File: src/rtl/core/pcx_pkg.sv
// Package: types, constants and helpers for the PCX run-length planar decoder.
package pcx_pkg;

    localparam int unsigned LINE_STORE_BYTES = 128;
    localparam int unsigned STORE_AW         = $clog2(LINE_STORE_BYTES);
    localparam logic [7:0]  RUN_BASE         = 8'hC0;
    localparam logic [7:0]  MAX_LINE_OUT     = 8'h80;

    localparam logic [2:0] REG_MODE   = 3'd0;
    localparam logic [2:0] REG_PLANE  = 3'd1;
    localparam logic [2:0] REG_WIDTH  = 3'd2;
    localparam logic [2:0] REG_LINES  = 3'd3;
    localparam logic [2:0] REG_PIXELS = 3'd4;

    typedef struct packed {
        logic [7:0] code_byte;
        logic       first;
    } in_item_t;

    typedef struct packed {
        logic [31:0] pixel_bytes;
        logic [2:0]  byte_count;
        logic        image_end;
    } out_item_t;

    typedef struct packed {
        logic [2:0]  index;
        logic [31:0] data;
    } cfg_item_t;

    typedef struct packed {
        logic        eight_bit_mode;
        logic [5:0]  plane_bytes_per_line;
        logic [7:0]  line_width_bytes;
        logic [9:0]  line_count;
        logic [19:0] pixel_total;
    } cfg_t;

    // Controller -> datapath commands
    typedef struct packed {
        logic take_byte;    // latch the accepted request
        logic decode;       // decode the latched request, update progress
        logic emit_run;     // send one 8-bit run word
        logic store_write;  // write one planar byte
        logic merge_start;  // load merge address
        logic merge_read;   // issue merge read (one plane per cycle)
        logic merge_emit;   // send one merged word
    } cmd_t;

    // Datapath -> controller status
    typedef struct packed {
        logic drop;         // byte produces nothing
        logic eight;        // eight-bit path
        logic run_done;     // run bytes all sent / stored
        logic line_full;    // store reached line target
        logic merge_done;   // last merge word sent
        logic merge_empty;  // zero-width line
        logic plane_last;   // fourth plane read issued
        logic rd_pend;      // plane read still landing
    } sts_t;

    function automatic logic [7:0] merge_byte(input logic [7:0] r, input logic [7:0] g,
                                              input logic [7:0] b, input logic [7:0] a,
                                              input logic [1:0] i);
        logic [2:0] hb;
        logic [2:0] lb;
        hb = 3'd7 - {i, 1'b0};
        lb = 3'd6 - {i, 1'b0};
        return {a[lb], b[lb], g[lb], r[lb], a[hb], b[hb], g[hb], r[hb]};
    endfunction

endpackage

File: src/rtl/core/pcx_rle_planar_decoder_top.sv
// 8-bit: accept, decode, then one send per run word of up to 4 bytes; a literal is one send.
// Planar: accept, decode, one store per byte, then a line check; a full line is then merged:
// a merge start, then per word 4 plane reads, a settle and a send. Markers and ignored
// requests end after accept and decode. Output words are registered.
// A new request is taken only once the last is done; output stalls hold the controller.
// Reset: synchronous active-low aresetn; registers to defaults, idle; line store kept.
module pcx_rle_planar_decoder_top (
    input  logic                aclk,
    input  logic                aresetn,
    input  logic                s_valid,
    output logic                s_ready,
    input  pcx_pkg::in_item_t   s_data,
    output logic                m_valid,
    input  logic                m_ready,
    output pcx_pkg::out_item_t  m_data,
    input  logic                cfg_valid,
    output logic                cfg_ready,
    input  pcx_pkg::cfg_item_t  cfg_data
);

    pcx_pkg::cfg_t cfg_reg;
    pcx_pkg::cmd_t cmd;
    pcx_pkg::sts_t sts;
    logic          out_busy;

    assign cfg_ready = 1'b1;

    always_ff @(posedge aclk) begin
        if (!aresetn) begin
            cfg_reg.eight_bit_mode       <= 1'b1;
            cfg_reg.plane_bytes_per_line <= 6'd32;
            cfg_reg.line_width_bytes     <= 8'd128;
            cfg_reg.line_count           <= 10'd256;
            cfg_reg.pixel_total          <= 20'd65536;
        end else if (cfg_valid) begin
            unique case (cfg_data.index)
                pcx_pkg::REG_MODE:   cfg_reg.eight_bit_mode       <= cfg_data.data[0];
                pcx_pkg::REG_PLANE:  cfg_reg.plane_bytes_per_line <= cfg_data.data[5:0];
                pcx_pkg::REG_WIDTH:  cfg_reg.line_width_bytes     <= cfg_data.data[7:0];
                pcx_pkg::REG_LINES:  cfg_reg.line_count           <= cfg_data.data[9:0];
                pcx_pkg::REG_PIXELS: cfg_reg.pixel_total          <= cfg_data.data[19:0];
                default: ;
            endcase
        end
    end

    pcx_ctrl u_ctrl (
        .aclk     (aclk),
        .aresetn  (aresetn),
        .s_valid  (s_valid),
        .s_ready  (s_ready),
        .out_busy (out_busy),
        .sts      (sts),
        .cmd      (cmd)
    );

    pcx_datapath u_dp (
        .aclk     (aclk),
        .aresetn  (aresetn),
        .s_data   (s_data),
        .cfg      (cfg_reg),
        .cmd      (cmd),
        .sts      (sts),
        .out_busy (out_busy),
        .m_valid  (m_valid),
        .m_ready  (m_ready),
        .m_data   (m_data)
    );

endmodule

File: src/rtl/core/pcx_ctrl.sv
// Controller state machine for the PCX decoder.
module pcx_ctrl (
    input  logic          aclk,
    input  logic          aresetn,
    input  logic          s_valid,
    output logic          s_ready,
    input  logic          out_busy,
    input  pcx_pkg::sts_t sts,
    output pcx_pkg::cmd_t cmd
);

    typedef enum logic [5:0] {
        ST_IDLE   = 6'b000001,
        ST_DEC    = 6'b000010,
        ST_RUN    = 6'b000100,
        ST_MSTART = 6'b001000,
        ST_MREAD  = 6'b010000,
        ST_MEMIT  = 6'b100000
    } state_t;

    state_t state_reg, state_next;

    always_comb begin
        state_next = state_reg;
        cmd = '0;
        s_ready = 1'b0;
        unique case (state_reg)
            ST_IDLE: begin
                s_ready = 1'b1;
                if (s_valid) begin
                    cmd.take_byte = 1'b1;
                    state_next = ST_DEC;
                end
            end
            ST_DEC: begin
                cmd.decode = 1'b1;
                if (sts.drop) begin
                    state_next = ST_IDLE;
                end else begin
                    state_next = ST_RUN;
                end
            end
            ST_RUN: begin
                if (sts.eight) begin
                    if (!out_busy) begin
                        cmd.emit_run = 1'b1;
                        if (sts.run_done) begin
                            state_next = ST_IDLE;
                        end
                    end
                end else if (sts.run_done) begin
                    state_next = sts.line_full ? ST_MSTART : ST_IDLE;
                end else begin
                    cmd.store_write = 1'b1;
                end
            end
            ST_MSTART: begin
                cmd.merge_start = 1'b1;
                state_next = sts.merge_empty ? ST_IDLE : ST_MREAD;
            end
            ST_MREAD: begin
                cmd.merge_read = 1'b1;
                if (sts.plane_last) begin
                    state_next = ST_MEMIT;
                end
            end
            ST_MEMIT: begin
                if (!out_busy && !sts.rd_pend) begin
                    cmd.merge_emit = 1'b1;
                    state_next = sts.merge_done ? ST_IDLE : ST_MREAD;
                end
            end
            default: state_next = ST_IDLE;
        endcase
    end

    always_ff @(posedge aclk) begin
        if (!aresetn) begin
            state_reg <= ST_IDLE;
        end else begin
            state_reg <= state_next;
        end
    end

    a_onehot: assert property (@(posedge aclk) disable iff (!aresetn) $onehot(state_reg))
        else $error("state not one-hot");
    a_take_idle: assert property (@(posedge aclk) disable iff (!aresetn)
        cmd.take_byte |-> state_reg == ST_IDLE)
        else $error("request taken while busy");
    a_emit_free: assert property (@(posedge aclk) disable iff (!aresetn)
        (cmd.emit_run || cmd.merge_emit) |-> !out_busy)
        else $error("emit into full output");

endmodule

File: src/rtl/core/pcx_datapath.sv
// Datapath: run decode, counters, line store and plane merge, output register.
module pcx_datapath (
    input  logic                aclk,
    input  logic                aresetn,
    input  pcx_pkg::in_item_t   s_data,
    input  pcx_pkg::cfg_t       cfg,
    input  pcx_pkg::cmd_t       cmd,
    output pcx_pkg::sts_t       sts,
    output logic                out_busy,
    output logic                m_valid,
    input  logic                m_ready,
    output pcx_pkg::out_item_t  m_data
);

    logic [7:0]  store_mem [pcx_pkg::LINE_STORE_BYTES];
    logic [7:0]  rd_data_reg;
    logic        rd_ok_reg;

    logic [7:0]  code_reg;
    logic        first_reg;
    logic        run_pending_reg;
    logic [5:0]  pend_len_reg;
    logic [19:0] pixels_left_reg;
    logic [9:0]  lines_left_reg;
    logic        image_done_reg;
    logic [7:0]  store_fill_reg;
    logic [6:0]  cnt_reg;          // bytes still to emit/store
    logic        end_reg;

    logic [7:0]  col_reg;
    logic [7:0]  rem_reg;
    logic [1:0]  plane_reg;
    logic [1:0]  plane_d_reg;
    logic        rd_pend_reg;
    logic [7:0]  pl_reg [4];

    logic        valid_reg;
    pcx_pkg::out_item_t data_reg;

    // decode of the latched request; a first request sees cleared progress
    logic        active;
    logic        pend_eff;
    logic        is_marker;
    logic [6:0]  count;
    logic [8:0]  target;
    logic [8:0]  lim;
    logic [8:0]  fill_ext;

    assign target   = {1'b0, cfg.plane_bytes_per_line, 2'b00};
    assign fill_ext = first_reg ? 9'd0 : {1'b0, store_fill_reg};
    assign active   = first_reg ? (cfg.eight_bit_mode ? (cfg.pixel_total != '0)
                                                      : (cfg.line_count != '0))
                                : !image_done_reg;
    assign pend_eff  = !first_reg && run_pending_reg;
    assign is_marker = !pend_eff && (code_reg > pcx_pkg::RUN_BASE);
    assign count     = pend_eff ? {1'b0, pend_len_reg} : 7'd1;
    always_comb begin
        lim = (fill_ext < target) ? target - fill_ext : 9'd0;
        if (lim == 9'd0) begin
            lim = 9'd1;
        end
    end

    logic [19:0] px_base;
    logic [6:0]  k8;
    logic [6:0]  kp;
    assign px_base = first_reg ? cfg.pixel_total : pixels_left_reg;
    assign k8 = ({13'd0, count} < px_base) ? count : px_base[6:0];
    assign kp = ({2'd0, count} < lim) ? count : lim[6:0];

    // merge geometry
    logic [7:0]  width_c;
    logic [9:0]  rd_addr;
    logic [9:0]  pstep;
    assign width_c = (cfg.line_width_bytes > pcx_pkg::MAX_LINE_OUT) ? pcx_pkg::MAX_LINE_OUT
                                                                     : cfg.line_width_bytes;
    always_comb begin
        pstep = {4'd0, cfg.plane_bytes_per_line};
        case (plane_reg)
            2'd0: rd_addr = {2'd0, col_reg};
            2'd1: rd_addr = {2'd0, col_reg} + pstep;
            2'd2: rd_addr = {2'd0, col_reg} + {pstep[8:0], 1'b0};
            default: rd_addr = {2'd0, col_reg} + {pstep[8:0], 1'b0} + pstep;
        endcase
    end

    logic [31:0] mword;
    logic [2:0]  mcount;
    always_comb begin
        mword = {pcx_pkg::merge_byte(pl_reg[0], pl_reg[1], pl_reg[2], pl_reg[3], 2'd3),
                 pcx_pkg::merge_byte(pl_reg[0], pl_reg[1], pl_reg[2], pl_reg[3], 2'd2),
                 pcx_pkg::merge_byte(pl_reg[0], pl_reg[1], pl_reg[2], pl_reg[3], 2'd1),
                 pcx_pkg::merge_byte(pl_reg[0], pl_reg[1], pl_reg[2], pl_reg[3], 2'd0)};
        mcount = (rem_reg >= 8'd4) ? 3'd4 : 3'd2;
        if (mcount == 3'd2) begin
            mword[31:16] = 16'd0;
        end
    end

    assign sts.drop        = !active || is_marker || (cfg.eight_bit_mode && k8 == 7'd0);
    assign sts.eight       = cfg.eight_bit_mode;
    assign sts.run_done    = (cnt_reg == 7'd0) || (cfg.eight_bit_mode && cnt_reg <= 7'd4);
    assign sts.line_full   = {1'b0, store_fill_reg} >= target;
    assign sts.merge_done  = rem_reg <= 8'd4;
    assign sts.merge_empty = (width_c == 8'd0);
    assign sts.plane_last  = (plane_reg == 2'd3);
    assign sts.rd_pend     = rd_pend_reg;

    assign out_busy = valid_reg && !m_ready;
    assign m_valid  = valid_reg;
    assign m_data   = data_reg;

    always_ff @(posedge aclk) begin
        if (cmd.take_byte) begin
            code_reg  <= s_data.code_byte;
            first_reg <= s_data.first;
        end
        if (cmd.store_write && store_fill_reg < 8'(pcx_pkg::LINE_STORE_BYTES)) begin
            store_mem[store_fill_reg[pcx_pkg::STORE_AW-1:0]] <= code_reg;
        end
        rd_ok_reg <= rd_addr < 10'(pcx_pkg::LINE_STORE_BYTES);
        rd_data_reg <= store_mem[rd_addr[pcx_pkg::STORE_AW-1:0]];
        if (rd_pend_reg) begin
            pl_reg[plane_d_reg] <= rd_ok_reg ? rd_data_reg : 8'd0;
        end
    end

    logic [6:0] emit_n;
    assign emit_n = (cnt_reg >= 7'd4) ? 7'd4 : cnt_reg;

    always_ff @(posedge aclk) begin
        if (!aresetn) begin
            run_pending_reg <= 1'b0;
            pend_len_reg    <= '0;
            pixels_left_reg <= '0;
            lines_left_reg  <= '0;
            image_done_reg  <= 1'b1;
            store_fill_reg  <= '0;
            cnt_reg         <= '0;
            end_reg         <= 1'b0;
            valid_reg       <= 1'b0;
            col_reg         <= '0;
            rem_reg         <= '0;
            plane_reg       <= '0;
            plane_d_reg     <= '0;
            rd_pend_reg     <= 1'b0;
        end else begin
            rd_pend_reg <= cmd.merge_read;
            plane_d_reg <= plane_reg;
            if (valid_reg && m_ready) begin
                valid_reg <= 1'b0;
            end
            if (cmd.decode) begin
                if (first_reg) begin
                    run_pending_reg <= 1'b0;
                    pend_len_reg    <= '0;
                    store_fill_reg  <= '0;
                    pixels_left_reg <= cfg.pixel_total;
                    lines_left_reg  <= cfg.line_count;
                end
                image_done_reg <= !active;
                if (active) begin
                    if (is_marker) begin
                        run_pending_reg <= 1'b1;
                        pend_len_reg    <= 6'(code_reg - pcx_pkg::RUN_BASE);
                    end else begin
                        run_pending_reg <= 1'b0;
                        pend_len_reg    <= '0;
                        if (cfg.eight_bit_mode) begin
                            cnt_reg         <= k8;
                            pixels_left_reg <= px_base - {13'd0, k8};
                            end_reg         <= px_base == {13'd0, k8};
                            if (px_base == {13'd0, k8}) begin
                                image_done_reg <= 1'b1;
                            end
                        end else begin
                            cnt_reg <= kp;
                            end_reg <= 1'b0;
                        end
                    end
                end
            end
            if (cmd.emit_run) begin
                data_reg.pixel_bytes <= {4{code_reg}} & ~(32'hFFFF_FFFF << {emit_n[2:0], 3'b000});
                data_reg.byte_count  <= emit_n[2:0];
                data_reg.image_end   <= end_reg && cnt_reg <= 7'd4;
                valid_reg            <= 1'b1;
                cnt_reg              <= cnt_reg - emit_n;
            end
            if (cmd.store_write) begin
                store_fill_reg <= store_fill_reg + 8'd1;
                cnt_reg        <= cnt_reg - 7'd1;
            end
            if (cmd.merge_start) begin
                store_fill_reg <= '0;
                lines_left_reg <= lines_left_reg - 10'd1;
                end_reg        <= lines_left_reg == 10'd1;
                if (lines_left_reg == 10'd1) begin
                    image_done_reg <= 1'b1;
                end
                col_reg   <= '0;
                rem_reg   <= width_c;
                plane_reg <= '0;
            end
            if (cmd.merge_read) begin
                plane_reg <= plane_reg + 2'd1;
            end
            if (cmd.merge_emit) begin
                data_reg.pixel_bytes <= mword;
                data_reg.byte_count  <= mcount;
                data_reg.image_end   <= end_reg && rem_reg <= 8'd4;
                valid_reg            <= 1'b1;
                rem_reg              <= (rem_reg >= 8'd4) ? rem_reg - 8'd4 : 8'd0;
                col_reg              <= col_reg + 8'd1;
            end
        end
    end

endmodule
File: config.mk
export PLATFORM = sky130hd
export DESIGN_NAME = pcx_rle_planar_decoder_top
export DESIGN_NICKNAME = d
export VERILOG_FILES = /design/src/rtl/core/pcx_pkg.sv /design/src/rtl/core/pcx_rle_planar_decoder_top.sv /design/src/rtl/core/pcx_ctrl.sv /design/src/rtl/core/pcx_datapath.sv
export SDC_FILE = /design/constraint.sdc
export NUM_CORES = 2
export LEC_CHECK = 0
export ABC_AREA = 0
export BUFFER_PORTS_ARGS = -buffer_cell sky130_fd_sc_hd__buf_2
export CAP_MARGIN = 10
export CELL_PAD_IN_SITES_DETAIL_PLACEMENT = 1
export CELL_PAD_IN_SITES_GLOBAL_PLACEMENT = 1
export CORE_UTILIZATION = 55
export DETAILED_ROUTE_END_ITERATION = 16
export PLACE_DENSITY_LB_ADDON = 0.1
export SYNTH_ARGS = -nofsm -noshare
export SYNTH_HDL_FRONTEND = slang
export SYNTH_SLANG_ARGS = --single-unit
export TNS_END_PERCENT = 20
File: constraint.sdc
create_clock -name aclk -period 8.75 [get_ports aclk]
set_input_delay 2.625 -clock aclk [delete_from_list [all_inputs] [get_ports aclk]]
set_output_delay 2.625 -clock aclk [all_outputs]
set_load 0.01 [all_outputs]
==> impl_metrics.csv <==
group,metric,value,unit
cts,cts_setup_buffers,0,
sta,rsz0062_at_grt,"no",
sta,post-route-period-util,0.647,
synthesis,netlist_top_cells_area,"edfxtp_1 (62%), nand2_1 (8.5%), dfxtp_1 (5.1%)",
min_path,min_to,"u_dp.rem_reg[1]",
pwr,power.density,212,mW/mm²
routing,vias_per_cell,6.36,
cts,clock_sinks,1237,
die,dieArea,0.0980,mm²
pwr,power_leakage,20.5,nW
sta,relSlewSlack,0.201,
place,place_congestion,0.818,
setup_path,r2r_slack,3.09,ns
place,dp_hpwl,92200,µm
cells_and_area,fin_area,0.0587,mm²
pwr,p_total,12.5,mW
cells_and_area,largest_register_ffs,1024,
setup_path,critPathSlowestCell,"buf_4",
synthesis,syn-cell-area,0.0532,mm²
global_routing,grt_pass1_vias,38900,
cells_and_area,postLayoutCoreUtil,0.615,
synthesis,syn_avg_cell_area,11.7,µm²
synthesis,synth-edff-count,1101,
pwr,vdd_drop_max,218,µV
global_routing,grt_usage,0.317,
sta,slew_viol_final,0,
synthesis,yosysSeqAreaShare,0.673,
cells_and_area,syn2layout_area_growth,10.3,%
sta,fin_setup_tns,0,ns
min_path,holdCritPathClass,"reg2reg",
place,portBuffers,74,
outcome,status,"finished clean",
global_routing,antenna_found_initial,1,
setup_path,critPathRequiredTime,9.39,ns
sta,holdWs,0.475,ns
setup_path,worstSetupEndpointType,"flop",
global_routing,grt_max_degree,165,
sta,setup_violations,0,
synthesis,yosysMostFrequentCell,"nand2_1",
setup_path,worst_path_most_repeated_cell,"o21ai_0",
setup_path,arrival,6.29,ns
cts,cts_hold_buf,0,
synthesis,synth_seq_cells,1237,
synthesis,synth_top_area_share,0.621,
routing,drc_errors,0,
routing,antenna_left,0,
die,core-area,0.0954,mm²
cts,htreeDepth,4,
setup_path,path_max_fanout,36,
die,die_x,313,µm
sta,fmax,177,MHz
routing,drt-initial-drc-count,3360,
cells_and_area,nNetsFinal,4659,
sta,hold_violations,0,
setup_path,critical_path_class,"reg2reg",
synthesis,syn_inst,4563,
cts,cts_tree,"built",
cts,cts_buffers,130,
setup_path,reg2reg_depth,21,
sta,tightest_slew,1.20,ns
routing,post_drt_wl_per_cell,26.5,µm
setup_path,slowest_delay,0.47,ns
cts,cts-root-buf,"clkbuf_16",
sta,fin_crit,5.66,ns
synthesis,synth_commonest_cells,"nand2_1 (1,210), edfxtp_1 (1,101), nand3_1 (389)",
die,fp.dieH,313,µm
sta,finClkSkew,0.0324,ns
synthesis,synth_top_cell_by_area,"edfxtp_1",
cts,clockBufferDepth,3,
cts,cts_resized,0,
synthesis,async_flop_share,0,
cts,clk_latency,0.76,ns
die,io_pins,88,
cells_and_area,drive_gt1_frac,0.0824,
place,place_area,0.0546,mm²
min_path,hold_depth,2,
synthesis,synthFlopType,"edfxtp_1",
routing,dr.pass1.iters,5,
setup_path,start_kind,"flop",
setup_path,r2r_start,"u_dp.first_reg",
synthesis,synth_warnings,0,
global_routing,grt_pass1_wl,235000,µm
synthesis,ys_types,109,
min_path,min_from,"u_dp.rem_reg[1]",
routing,vias,37600,
die,row_count,113,
setup_path,crit_chain,"buf_4 > buf_4 > mux2_2 > inv_1 > ha_1 > o21ai_0 > a31oi_1 > o21a_1 > o2111ai_4 > mux2i_2 > ha_1 > fa_1 > nor2b_1 > o21ai_0 > a21boi_0 > o21ai_0 > nand4b_2 > nand2b_4 > nor2_1 > o21ai_0 > a2111oi_2",
cells_and_area,n_fill_cell,9530,
cts,path_clk_slew,0.06,ns
setup_path,r2r_end,"u_dp.pixels_left_reg[18]",
flow_run,maxCapViolCount,0,
die,start_util,0.558,
global_routing,grt-ovfl-total,0,
routing,wl,157000,µm
metal layers:
| metal | global-route usage | vias to the layer above | share of wire |
|---|---|---|---|
| li1 | - | 16700 | - |
| met1 | 0.420 | 19300 | 0.40 |
| met2 | 0.538 | 1356 | 0.50 |
| met3 | 0.0424 | 298 | 0.061 |
| met4 | 0.113 | 0 | 0.032 |
| met5 | 0 | - | 0 |
area by class of cell:
cell class | count | area, µm² | share of cell area
sequential | 1237 | 35800 | 0.610
timing repair buffer | 135 | 948 | 0.0162
clock buffer | 167 | 3470 | 0.0590
multi-input combinational | 2996 | 16200 | 0.276
tap | 1265 | 1580 | 0.0270
antenna | 1 | 2.50 | 0.0000426
inverter | 45 | 170 | 0.00290
clock inverter | 67 | 573 | 0.00976
critical path: cells and delay by family, from the launching register on:
family          cells  cell delay, ns
simple gates        4            0.73
flops               1            0.32
fa+ha+maj           3            0.72
compound gates      9            2.09
mux                 2            0.76
buf+inv             3            0.90
power by group:
group | internal [mW] | switching (mW) | total (mW) | leakage (nW)
combinational | 0.143 | 0.427 | 0.570 | 7.49
clock | 2.99 | 2.34 | 5.34 | 1.97
sequential | 6.54 | 0.0220 | 6.56 | 11.0
how the worst max path moves through the flow:
stage / startpoint / endpoint / slack, ns
after floorplan: m_ready / u_dp.m_data[0] / 3.23
after global placement: u_dp.first_reg / u_dp.pixels_left_reg[17] / 3.29
after detailed placement: u_dp.first_reg / u_dp.pixels_left_reg[18] / 3.17
after CTS: u_dp.first_reg / u_dp.pixels_left_reg[18] / 3.14
after global routing: u_dp.first_reg / u_dp.pixels_left_reg[18] / 2.64
final: u_dp.first_reg / u_dp.pixels_left_reg[18] / 3.09
through the flow:
step	instances	setup slack [ns]
finish	5913	3.09
global placement	5677	3.29
global route	5913	2.64
floorplan	4564	3.23
CTS	5911	3.14
detailed placement	5677	3.17
placed cells by master (no fill, tap or decap), types with 10 or more instances in the layout:
master and n:
a211oi_1 26, a21oi_1 124, a22o_1 21, a22oi_1 51
a311oi_1 94, a31oi_1 102, and2_1 21, and3_1 100
buf_2 74, buf_4 51, clkbuf_1 33, clkbuf_16 133
clkinv_1 21, clkinv_2 24, dfxtp_1 136, edfxtp_1 1101
ha_1 61, inv_1 44, mux2i_1 65, nand2_1 1209
nand2b_1 20, nand3_1 389, nand3b_1 11, nand4_1 12
nor2_1 256, nor2b_1 22, nor3_1 34, nor3b_1 10
nor4_1 18, o211ai_1 48, o21a_1 15, o21ai_0 78
o221ai_1 11
logic make-up after synthesis:
kind of cell / count (synthesis) / share of synthesized area
simple gates: 2164 / 0.179
flops: 1237 / 0.673
compound gates: 671 / 0.0893
buf+inv: 331 / 0.0252
mux: 77 / 0.0151
fa+ha+maj: 65 / 0.0158
xor+xnor: 17 / 0.00280
other cells: 1 / 0.0000705
(Power assumes the default switching activity.)
